===== src/hw/rtl/rgbhsl_pkg.sv =====
`default_nettype none
// ----------------------------------------------------------------------------
// RGB to HSL package
// Shared types, widths and codes for the RGB to HSL conversion pipeline.
// ----------------------------------------------------------------------------
package rgbhsl_pkg;

  localparam int ChW  = 8;   // color channel width
  localparam int OutW = 16;  // hue / saturation / lightness width

  // Restoring divider geometry, one quotient bit per stage
  localparam int DivStages = 17;
  localparam int SatNumW   = 25;  // 2*d*65535 + den
  localparam int SatDenW   = 9;   // 2*den
  localparam int HueNumW   = 28;  // q*131072 + 6*d
  localparam int HueDenW   = 12;  // 12*d

  typedef struct packed {
    logic [ChW-1:0] red_in;
    logic [ChW-1:0] green_in;
    logic [ChW-1:0] blue_in;
  } pix_t;

  typedef struct packed {
    logic [OutW-1:0] hue_out;
    logic [OutW-1:0] saturation_out;
    logic [OutW-1:0] lightness_out;
    logic            gray_flag;
  } hsl_t;

  // Which channel is the maximum (ties go to red, then green)
  typedef enum logic [1:0] {
    SEL_RED,
    SEL_GREEN,
    SEL_BLUE
  } max_sel_e;

  // Values that bypass the dividers
  typedef struct packed {
    logic [OutW-1:0] lit;
    logic            gray;
  } side_t;

endpackage : rgbhsl_pkg
`default_nettype wire


===== src/hw/rtl/rgbhsl_div_pipe.sv =====
`default_nettype none
// ----------------------------------------------------------------------------
// Pipelined restoring divider
// One quotient bit per stage, MSB first; caller guarantees num < den << QW.
// ----------------------------------------------------------------------------
module rgbhsl_div_pipe import rgbhsl_pkg::*; #(
  parameter int NW = HueNumW,
  parameter int DW = HueDenW,
  parameter int QW = DivStages
) (
  input  wire logic          clk_i,
  input  wire logic [QW-1:0] adv_i,
  input  wire logic [NW-1:0] num_i,
  input  wire logic [DW-1:0] den_i,
  output logic      [QW-1:0] quo_o
);

  localparam int W = (NW > DW + QW) ? NW : DW + QW;

  logic [W-1:0]  rem_q [QW];
  logic [DW-1:0] den_q [QW];
  logic [QW-1:0] quo_q [QW];

  for (genvar j = 0; j < QW; j++) begin : g_stage
    logic [W-1:0]  rem_in;
    logic [DW-1:0] den_in;
    logic [QW-1:0] quo_in;
    logic [QW-1:0] quo_nx;
    logic [W-1:0]  trial;
    logic          fits;

    if (j == 0) begin : g_first
      assign rem_in = W'(num_i);
      assign den_in = den_i;
      assign quo_in = '0;
    end else begin : g_next
      assign rem_in = rem_q[j-1];
      assign den_in = den_q[j-1];
      assign quo_in = quo_q[j-1];
    end

    assign trial  = W'(den_in) << (QW - 1 - j);
    assign fits   = (rem_in >= trial);
    assign quo_nx = quo_in | (QW'(fits) << (QW - 1 - j));

    always_ff @(posedge clk_i) begin
      if (adv_i[j]) begin
        rem_q[j] <= fits ? rem_in - trial : rem_in;
        den_q[j] <= den_in;
        quo_q[j] <= quo_nx;
      end
    end
  end

  assign quo_o = quo_q[QW-1];

endmodule : rgbhsl_div_pipe
`default_nettype wire


===== src/hw/rtl/rgb_to_hsl_converter_unit.sv =====
`default_nettype none
// ----------------------------------------------------------------------------
// RGB to HSL converter
// Converts one 8-bit RGB pixel per cycle, while the output is not stalled,
// into 16-bit hue, saturation and lightness plus a gray flag.
// ----------------------------------------------------------------------------
// Stages: min/max stage, operand stage, 17 divider stages, output register.
// Throughput: one pixel per cycle unless the output stalls; the two
// 17-stage restoring dividers set the depth. Bubbles collapse during a stall.
// Reset: asynchronous, clears every stage valid bit; data registers hold.
// ----------------------------------------------------------------------------
module rgb_to_hsl_converter_unit import rgbhsl_pkg::*; (
  input  wire logic clk_i,
  input  wire logic rst_ni,

  input  wire logic in_valid_i,
  output logic      in_stall_o,
  input  wire pix_t in_req_i,

  output logic      out_valid_o,
  input  wire logic out_stall_i,
  output hsl_t      out_req_o
);

  // Stage map: 0 = min/max, 1 = operands, 2..18 = divider, 19 = output
  localparam int NStg   = DivStages + 3;
  localparam int DivLo  = 2;
  localparam int OutStg = NStg - 1;

  logic [NStg-1:0] valid_q;
  logic [NStg-1:0] adv;

  // Advance a stage when it is empty or its content moves on
  assign adv[OutStg] = !valid_q[OutStg] || !out_stall_i;
  for (genvar k = 0; k < OutStg; k++) begin : g_adv
    assign adv[k] = !valid_q[k] || adv[k+1];
  end

  assign in_stall_o = !adv[0];

  always_ff @(posedge clk_i or negedge rst_ni) begin
    if (!rst_ni) begin
      valid_q <= '0;
    end else begin
      if (adv[0]) begin
        valid_q[0] <= in_valid_i;
      end
      for (int k = 1; k < NStg; k++) begin
        if (adv[k]) begin
          valid_q[k] <= valid_q[k-1];
        end
      end
    end
  end

  // --------------------------------------------------------------------------
  // Stage 0: find max/min, delta and sum
  // --------------------------------------------------------------------------
  logic [ChW-1:0] red, green, blue;
  logic           red_max, green_max;
  max_sel_e       sel_d;
  logic [ChW-1:0] mx, mn;

  assign red   = in_req_i.red_in;
  assign green = in_req_i.green_in;
  assign blue  = in_req_i.blue_in;

  assign red_max   = (red >= green) && (red >= blue);
  assign green_max = !red_max && (green >= blue);

  always_comb begin
    if (red_max) begin
      sel_d = SEL_RED;
      mx    = red;
    end else if (green_max) begin
      sel_d = SEL_GREEN;
      mx    = green;
    end else begin
      sel_d = SEL_BLUE;
      mx    = blue;
    end
  end

  assign mn = (red <= green) ? ((red <= blue) ? red : blue)
                             : ((green <= blue) ? green : blue);

  logic [ChW-1:0] r1_q, g1_q, b1_q, dlt1_q;
  logic [ChW:0]   sum1_q;
  max_sel_e       sel1_q;

  always_ff @(posedge clk_i) begin
    if (adv[0]) begin
      r1_q   <= red;
      g1_q   <= green;
      b1_q   <= blue;
      dlt1_q <= mx - mn;
      sum1_q <= (ChW+1)'(mx) + (ChW+1)'(mn);
      sel1_q <= sel_d;
    end
  end

  // --------------------------------------------------------------------------
  // Stage 1: build divider operands and lightness
  // --------------------------------------------------------------------------
  logic [ChW-1:0]     den;
  logic [10:0]        span;      // 6*d
  logic [10:0]        hue_pos;   // hue times 6*d, in [0, 6*d)
  logic [23:0]        sat_prod;  // d*65535
  logic [SatNumW-1:0] sat_num_d;
  logic [SatDenW-1:0] sat_den_d;
  logic [HueNumW-1:0] hue_num_d;
  logic [HueDenW-1:0] hue_den_d;
  logic [16:0]        lit_sum;   // s*257 + 1
  side_t              side_d;

  // Saturation denominator: s below half scale, else 510 - s
  always_comb begin
    if (sum1_q < 9'd255) begin
      den = sum1_q[ChW-1:0];
    end else begin
      den = ChW'(9'd510 - sum1_q);
    end
  end

  assign span = (11'(dlt1_q) << 2) + (11'(dlt1_q) << 1);

  always_comb begin
    unique case (sel1_q)
      SEL_RED: begin
        if (g1_q >= b1_q) begin
          hue_pos = 11'(g1_q) - 11'(b1_q);
        end else begin
          hue_pos = span - (11'(b1_q) - 11'(g1_q));
        end
      end
      SEL_GREEN: hue_pos = (11'(dlt1_q) << 1) + 11'(b1_q) - 11'(r1_q);
      SEL_BLUE:  hue_pos = (11'(dlt1_q) << 2) + 11'(r1_q) - 11'(g1_q);
      default:   hue_pos = '0;
    endcase
  end

  // Round half up: floor((2*num + den) / (2*den))
  assign sat_prod  = {dlt1_q, 16'h0000} - 24'(dlt1_q);
  assign sat_num_d = {sat_prod, 1'b0} + SatNumW'(den);
  assign sat_den_d = {den, 1'b0};
  assign hue_num_d = {hue_pos, 17'h00000} + HueNumW'(span);
  assign hue_den_d = {span, 1'b0};

  // 65535/510 is exactly 257/2, so lightness needs no divider
  assign lit_sum     = {sum1_q, 8'h00} + 17'(sum1_q) + 17'd1;
  assign side_d.lit  = lit_sum[16:1];
  assign side_d.gray = (dlt1_q == '0);

  logic [SatNumW-1:0] sat_num_q;
  logic [SatDenW-1:0] sat_den_q;
  logic [HueNumW-1:0] hue_num_q;
  logic [HueDenW-1:0] hue_den_q;
  side_t              side2_q;

  always_ff @(posedge clk_i) begin
    if (adv[1]) begin
      sat_num_q <= sat_num_d;
      sat_den_q <= sat_den_d;
      hue_num_q <= hue_num_d;
      hue_den_q <= hue_den_d;
      side2_q   <= side_d;
    end
  end

  // --------------------------------------------------------------------------
  // Stages 2..18: dividers, side values travel alongside
  // --------------------------------------------------------------------------
  logic [DivStages-1:0] div_adv;
  logic [DivStages-1:0] sat_quo, hue_quo;
  side_t                side_q [DivStages];

  assign div_adv = adv[DivLo +: DivStages];

  rgbhsl_div_pipe #(
    .NW (SatNumW),
    .DW (SatDenW),
    .QW (DivStages)
  ) u_sat_div (
    .clk_i (clk_i),
    .adv_i (div_adv),
    .num_i (sat_num_q),
    .den_i (sat_den_q),
    .quo_o (sat_quo)
  );

  rgbhsl_div_pipe #(
    .NW (HueNumW),
    .DW (HueDenW),
    .QW (DivStages)
  ) u_hue_div (
    .clk_i (clk_i),
    .adv_i (div_adv),
    .num_i (hue_num_q),
    .den_i (hue_den_q),
    .quo_o (hue_quo)
  );

  always_ff @(posedge clk_i) begin
    if (div_adv[0]) begin
      side_q[0] <= side2_q;
    end
    for (int j = 1; j < DivStages; j++) begin
      if (div_adv[j]) begin
        side_q[j] <= side_q[j-1];
      end
    end
  end

  // --------------------------------------------------------------------------
  // Stage 19: output register; gray pixels force hue and saturation to zero
  // --------------------------------------------------------------------------
  hsl_t  out_d, out_q;
  side_t side_last;

  assign side_last = side_q[DivStages-1];

  // Hue never rounds up to a full turn, so the low bits are the wrapped value
  always_comb begin
    out_d.gray_flag      = side_last.gray;
    out_d.lightness_out  = side_last.lit;
    out_d.hue_out        = side_last.gray ? '0 : hue_quo[OutW-1:0];
    out_d.saturation_out = side_last.gray ? '0 : sat_quo[OutW-1:0];
  end

  always_ff @(posedge clk_i) begin
    if (adv[OutStg]) begin
      out_q <= out_d;
    end
  end

  assign out_valid_o = valid_q[OutStg];
  assign out_req_o   = out_q;

endmodule : rgb_to_hsl_converter_unit
`default_nettype wire

===== config.mk =====
export PLATFORM = sky130hd
export DESIGN_NAME = rgb_to_hsl_converter_unit
export DESIGN_NICKNAME = d
export VERILOG_FILES = /design/src/hw/rtl/rgbhsl_pkg.sv /design/src/hw/rtl/rgbhsl_div_pipe.sv /design/src/hw/rtl/rgb_to_hsl_converter_unit.sv
export SDC_FILE = /design/constraint.sdc
export NUM_CORES = 2
export LEC_CHECK = 0
export ABC_AREA = 0
export BUFFER_PORTS_ARGS = -buffer_cell sky130_fd_sc_hd__buf_2
export CORE_MARGIN = 8
export CORE_UTILIZATION = 64
export CTS_CLUSTER_DIAMETER = 100
export DETAILED_ROUTE_END_ITERATION = 12
export GPL_TIMING_DRIVEN = 0
export PLACE_DENSITY = 0.8
export SKIP_CTS_REPAIR_TIMING = 1
export SYNTH_ARGS = -nofsm -noshare
export SYNTH_HDL_FRONTEND = slang
export SYNTH_HIERARCHICAL = 1
export SYNTH_SLANG_ARGS = --single-unit

===== constraint.sdc =====
create_clock -name clk_i -period 13.6 [get_ports clk_i]
set_input_delay 1.36 -clock clk_i [delete_from_list [all_inputs] [get_ports clk_i]]
set_output_delay 1.36 -clock clk_i [all_outputs]
set_load 0.02 [all_outputs]

* Word level (Yosys, flattened, before mapping) *
Memory sizes are Yosys's and may differ from the RTL's. A register that Yosys moved wholly into a read port is not among the register bits.
Cells that the tools add are included.
W data, S select, Z words.

storage, ports and cells
  bits in registers = 169
  bits of input ports = 28
  bits in writable memories = 2159
  memories kept = 7
  logic and storage cells = 291
  output and inout bits = 51

operators by class
  mux-type cells = 77
  order comparisons = 42
  reduce and logical (&&, ||, !) cells = 47
  bitwise gates (word level) = 32
  equal/unequal tests = 2
  add/subtract/negate cells = 50

memory list
  memory           words  bits a word  rd ports  clocked after Yosys merged registers in  write ports  line                              text
  u_hue_div.rem_q  17     29           16        0                                        17           rgbhsl_div_pipe.sv:20             logic [W-1:0] rem_q [QW];
  u_sat_div.rem_q  17     26           16        0                                        17           rgbhsl_div_pipe.sv:20
  side_q           17     17           17        0                                        17           rgb_to_hsl_converter_unit.sv:175  side_t side_q [DivStages];
  u_hue_div.quo_q  17     17           17        1                                        17           rgbhsl_div_pipe.sv:22             logic [QW-1:0] quo_q [QW];
  u_sat_div.quo_q  17     17           17        1                                        17           rgbhsl_div_pipe.sv:22
  u_hue_div.den_q  17     12           16        0                                        17           rgbhsl_div_pipe.sv:21             logic [DW-1:0] den_q [QW];
  1 more memories  --     --           --        --                                       --           --

operators by type and width
  kind              number
  $mux W29          17
  $mux W26          17
  $mux W8           6
  $mux W1           34
  $or A17 B1 Y17    2
  $or A17 B10 Y17   2
  $or A17 B11 Y17   2
  $or A17 B12 Y17   2
  $or A17 B13 Y17   2
  $or A17 B14 Y17   2
  $or A17 B15 Y17   2
  $or A17 B16 Y17   2
  $or A17 B2 Y17    2
  $or A17 B3 Y17    2
  $or A17 B4 Y17    2
  $or A17 B5 Y17    2
  $or A17 B6 Y17    2
  $or A17 B7 Y17    2
  $or A17 B8 Y17    2
  $or A17 B9 Y17    2
  $pmux W11 S3      1
  $ge A8 B8 Y1      4
  $ge A29 B12 Y1    1
  $ge A29 B13 Y1    1
  92 further kinds  137

* Logic depth before layout (Yosys ltp) *
  word-level depth = 22
  depth in mapped cells = 19
  depth with buffers taken out = 18

* By module *
The synthesis kept the hierarchy.

modules (own cells, without submodules)
  module                        sequential area each (sq um)  instances  area each (sq um)  cells each
  rgbhsl_div_pipe at u_hue_div  24293.3                       1          39196.3            3055
  rgbhsl_div_pipe at u_sat_div  21410.5                       1          33047.9            2462
  rgb_to_hsl_converter_unit     13983.4                       1          20038.0            1296

* Worst setup path after synthesis *
Ideal clock, no wire load.

  path kind = input to register
  from = in out_stall_i
  to = mem side_q[0][119] (netlist bit), enable pin
  slack = 2.784 ns
  stages = 5
  path buffers = 0
  data arrival time = 9.548 ns
  library setup time = 1.268 ns
  data required time = 12.332 ns
  path through = nand3_1 -> nor2_1 -> nand3_1 -> nor2_1 -> nand3_1

RTL lines
  item             line                              text
  start, declared  rgb_to_hsl_converter_unit.sv:21   input wire logic out_stall_i,
  end, declared    rgb_to_hsl_converter_unit.sv:175

* Final worst setup path *
  from = in out_stall_i
  to = out in_stall_o

between the ends
  word-level cells in the longest chain between the ends = 22

ends and longest elaborated chain
  item                               line                             text
  $logic_not A1 Y1                   rgb_to_hsl_converter_unit.sv:34  assign adv[OutStg] = !valid_q[OutStg] || !out_stall_i;
  $logic_or A1 B1 Y1                 rgb_to_hsl_converter_unit.sv:34
  $logic_or A1 B1 Y1                 rgb_to_hsl_converter_unit.sv:36  assign adv[k] = !valid_q[k] || adv[k+1];
  net adv[18]                        rgb_to_hsl_converter_unit.sv:31  logic [NStg-1:0] adv;
  $logic_or A1 B1 Y1 (5 in series)   rgb_to_hsl_converter_unit.sv:36
  net adv[13]                        rgb_to_hsl_converter_unit.sv:31
  $logic_or A1 B1 Y1 (13 in series)  rgb_to_hsl_converter_unit.sv:36
  net adv[0]                         rgb_to_hsl_converter_unit.sv:31
  $logic_not A1 Y1                   rgb_to_hsl_converter_unit.sv:39  assign in_stall_o = !adv[0];
  end, declared                      rgb_to_hsl_converter_unit.sv:17  output logic in_stall_o,

The timed path passes the listed nets, and every way through them passes these cells.

==> summary.txt <==
Clock network
  • Worst-case clock buffer depth: 3
  • Insertion delay to the later sink of the worst-skew pair: 800 ps
  • CTS root buffer: sky130_fd_sc_hd__clkbuf_16
  • Clk sink count: 1,957
  • Number of buffers created by CTS: 185
  • TritonCTS clock tree: built
  • H-tree levels: 4
  • Clock-pin transition on the worst setup and hold timing paths: 60 ps

Power and ir drop
  • Part of the total power dissipated in the clock network: 0.181
  • Sequential share of power: 0.420
  • Switching Power: 10.3 mW
  • Total internal power: 18.6 mW
  • Switching part of the total: 0.357
  • Portion of total power attributed to combinational logic: 0.399
  • Maximum resistive drop on vdd: about 0.33 mV
  • Power density over the cells: 285 nW/µm²
  • Static power due to leakage: ~39 nW

Finish
  • Antenna diodes: 0
  • Post-layout instance area: 101,000 µm²
  • Share of post-route cells with drive strength above 1: 0.0856
  • Final layout net count: 7,649
  • Non-filler cells in the finished layout: around 9,100
  • Filler cells: 8,846
  • Layout Area Growth over Synthesis: 10.8%
  • Core occupancy in the finished layout: 0.714
  • Footprint of the multi-input gates: roughly 30,000 µm²
  • Sequential cell area: between 50,000 and 60,000 µm²

Die
  • Total number of placement rows: ~140
  • Die Outline Area: between 150,000 and 200,000 µm²
  • Initial cell density of the core: 0.645
  • Placeable core area: 142,000 µm²
  • Boundary pin count: 79
  • Die extent in y: 394 µm
  • Die width: 394 µm

Routing
  • Total length of routed met2 wires: 97.3 mm
  • First DRT Iteration DRCs: about 3,800
  • Count of nets left with antenna violations after detail routing: 0
  • Uppermost signal routing layer after detailed routing: met4
  • Post-detailed-routing wire length: about 180 mm
  • Wl on met1: 63.5 mm
  • Met3 wire len: 6.66 mm
  • Total DRC errors in the routed layout: 0
  • Count of vias placed by the detailed router: 53,800
  • Average wire length per cell after detail routing: 19.4 µm
  • Via/cell ratio: between 5 and 6
  • Pre-Repair DR Iteration Count: 6

Timing
  • Worst Slack Setup Final: 6360 ps
  • Unrepaired setup endpoints after global routing: false
  • Clock period minus worst slack: between 7000 and 8000 ps
  • Worst relative slew slack: 0.194
  • Max Slew Vio Count: 0
  • Setup Skew: 27.7 ps
  • Final period utilization: 0.532
  • Count of final hold-check violations: 0
  • Highest attainable clock frequency: 138 MHz
  • Tightest Pin Transition: 1210 ps
  • Final setup violation count: 0

Min path
  • Path category of the worst min-delay check: flop to flop

Critical path
  • Largest fanout of any net on the critical path: 52
  • Critical path endpoint category: primary output
  • Startpoint type of the worst setup path: input port
  • Required @ worst endpoint: 12,240 ps
  • Kind of critical path: input port to primary output
  • Critical path data arrival time: 5880 ps

Yosys
  • Average instance area after synthesis: 13.5 µm²
  • Number of instances in the synthesized netlist: 6,779
  • Count of warnings emitted by yosys: 6
  • Syn Std Cell Area: approximately 91,000 µm²

Place
  • Placed standard-cell area: approximately 95,000 µm²
  • Post-DP HPWL: 127 mm
  • Gpl congestion: 0.957
  • Placed Cells incl. Taps: 8,801
  • Dpl ws: 6290 ps
  • Count of port buffers added during placement: 78

GRT
  • Number of antenna violations at the first check in global routing: 0
  • Global Route Usage Sum: 0.223
  • Largest net degree at the start of global routing: 80
  • First-pass GRT wire length: 281 mm
  • Vias in the first global route: between 50,000 and 60,000
  • Global-route congestion overflow total: 0

Status
  • Result of the run: finished clean

Flow run
  • Max_cap viols: 0
## power by group through the flow
stage          registers [mW]  logic, mW  clock network [mW]
2_1_floorplan            11.6       8.82                   0
3_3_place_gp             12.0       10.7                   0
3_5_place_dp             12.1       11.2                   0
4_1_cts                  12.1       11.4                5.30
5_1_grt                  12.4       12.8                5.52
6_report                 12.1       11.5                5.22
## worst max-delay path: stages
cell,delay [ps]
sky130_fd_sc_hd__buf_2,130
sky130_fd_sc_hd__nand3_4,680
sky130_fd_sc_hd__nor2_1,910
sky130_fd_sc_hd__nand3_4,810
sky130_fd_sc_hd__nor3_1,820
sky130_fd_sc_hd__and2_1,460
sky130_fd_sc_hd__nand4_1,250
sky130_fd_sc_hd__buf_8,230
sky130_fd_sc_hd__inv_1,50
sky130_fd_sc_hd__buf_2,150
## flip-flops by register name, indices dropped and copies added, names as in the netlist, 17 cells and up
register,cells
u_sat_div/quo_q,136
u_sat_div/rem_q,416
hue_num_q,21
valid_q,20
side2_q,17
sat_num_q,24
out_req_o,49
u_sat_div/den_q,144
u_hue_div/quo_q,136
side_q,289
u_hue_div/den_q,192
u_hue_div/rem_q,464
## through the flow
stage	hold slack [ps]	total power, mW	setup TNS, ps
after floorplan	400	20.4	0
after global placement	400	22.8	-322400
after detailed placement	405	23.3	0
after CTS	401	28.8	0
after global routing	404	30.7	0
final	403	28.9	0
## cells in the final DEF, fill, tap and decap left out, drive strengths merged, types with 68 or more instances in the layout
cell	n
o21a	82
nand3	80
o21ai	368
nor2	368
edfxtp	1937
xnor2	298
ha	469
nor3	163
inv	590
a21oi	312
a21o	122
mux2	84
or3	68
buf	138
nand2	377
clkinv	79
nor4	116
clkbuf	289
nand2b	109
xor2	246
nor2b	113
## area by class of cell
| class | count | area share |
|---|---|---|
| clock inverters | 122 | 0.0136 |
| flip-flops and latches | 1957 | 0.580 |
| clock buffers | 221 | 0.0477 |
| inverters | 581 | 0.0217 |
| well taps | 1890 | 0.0234 |
| repair buffers | 112 | 0.0109 |
| plain buffers | 94 | 0.00437 |
| multi-input cells | 4167 | 0.298 |
## metal layers
layer | up-vias | GRT usage
met4 | 0 | 0.120
met5 | - | 0
met2 | 1524 | 0.434
met3 | 562 | 0.0316
li1 | 25900 | -
met1 | 25900 | 0.227
## path summary, 6_finish.rpt
kind / cells past startpoint / slack [ps] / endpoint / startpoint
setup reg to reg: 9 / 8380 / g1_q[5]$_DFFE_PP_ / valid_q[19]$_DFFE_PN0P_
setup / recovery: 10 / 6360 / in_stall_o / out_stall_i
min in group asynchronous: 1 / 540 / valid_q[17]$_DFFE_PN0P_ / rst_ni
max in group asynchronous: 1 / 12680 / valid_q[0]$_DFFE_PN0P_ / rst_ni
hold / removal: 0 / 400 / u_hue_div/quo_q[3][11]$_DFFE_PP_ / u_hue_div/quo_q[2][62]$_DFFE_PP_
hold reg to reg: 0 / 400 / u_hue_div/quo_q[3][11]$_DFFE_PP_ / u_hue_div/quo_q[2][62]$_DFFE_PP_
Note: power is estimated with default switching activity, not from simulation.
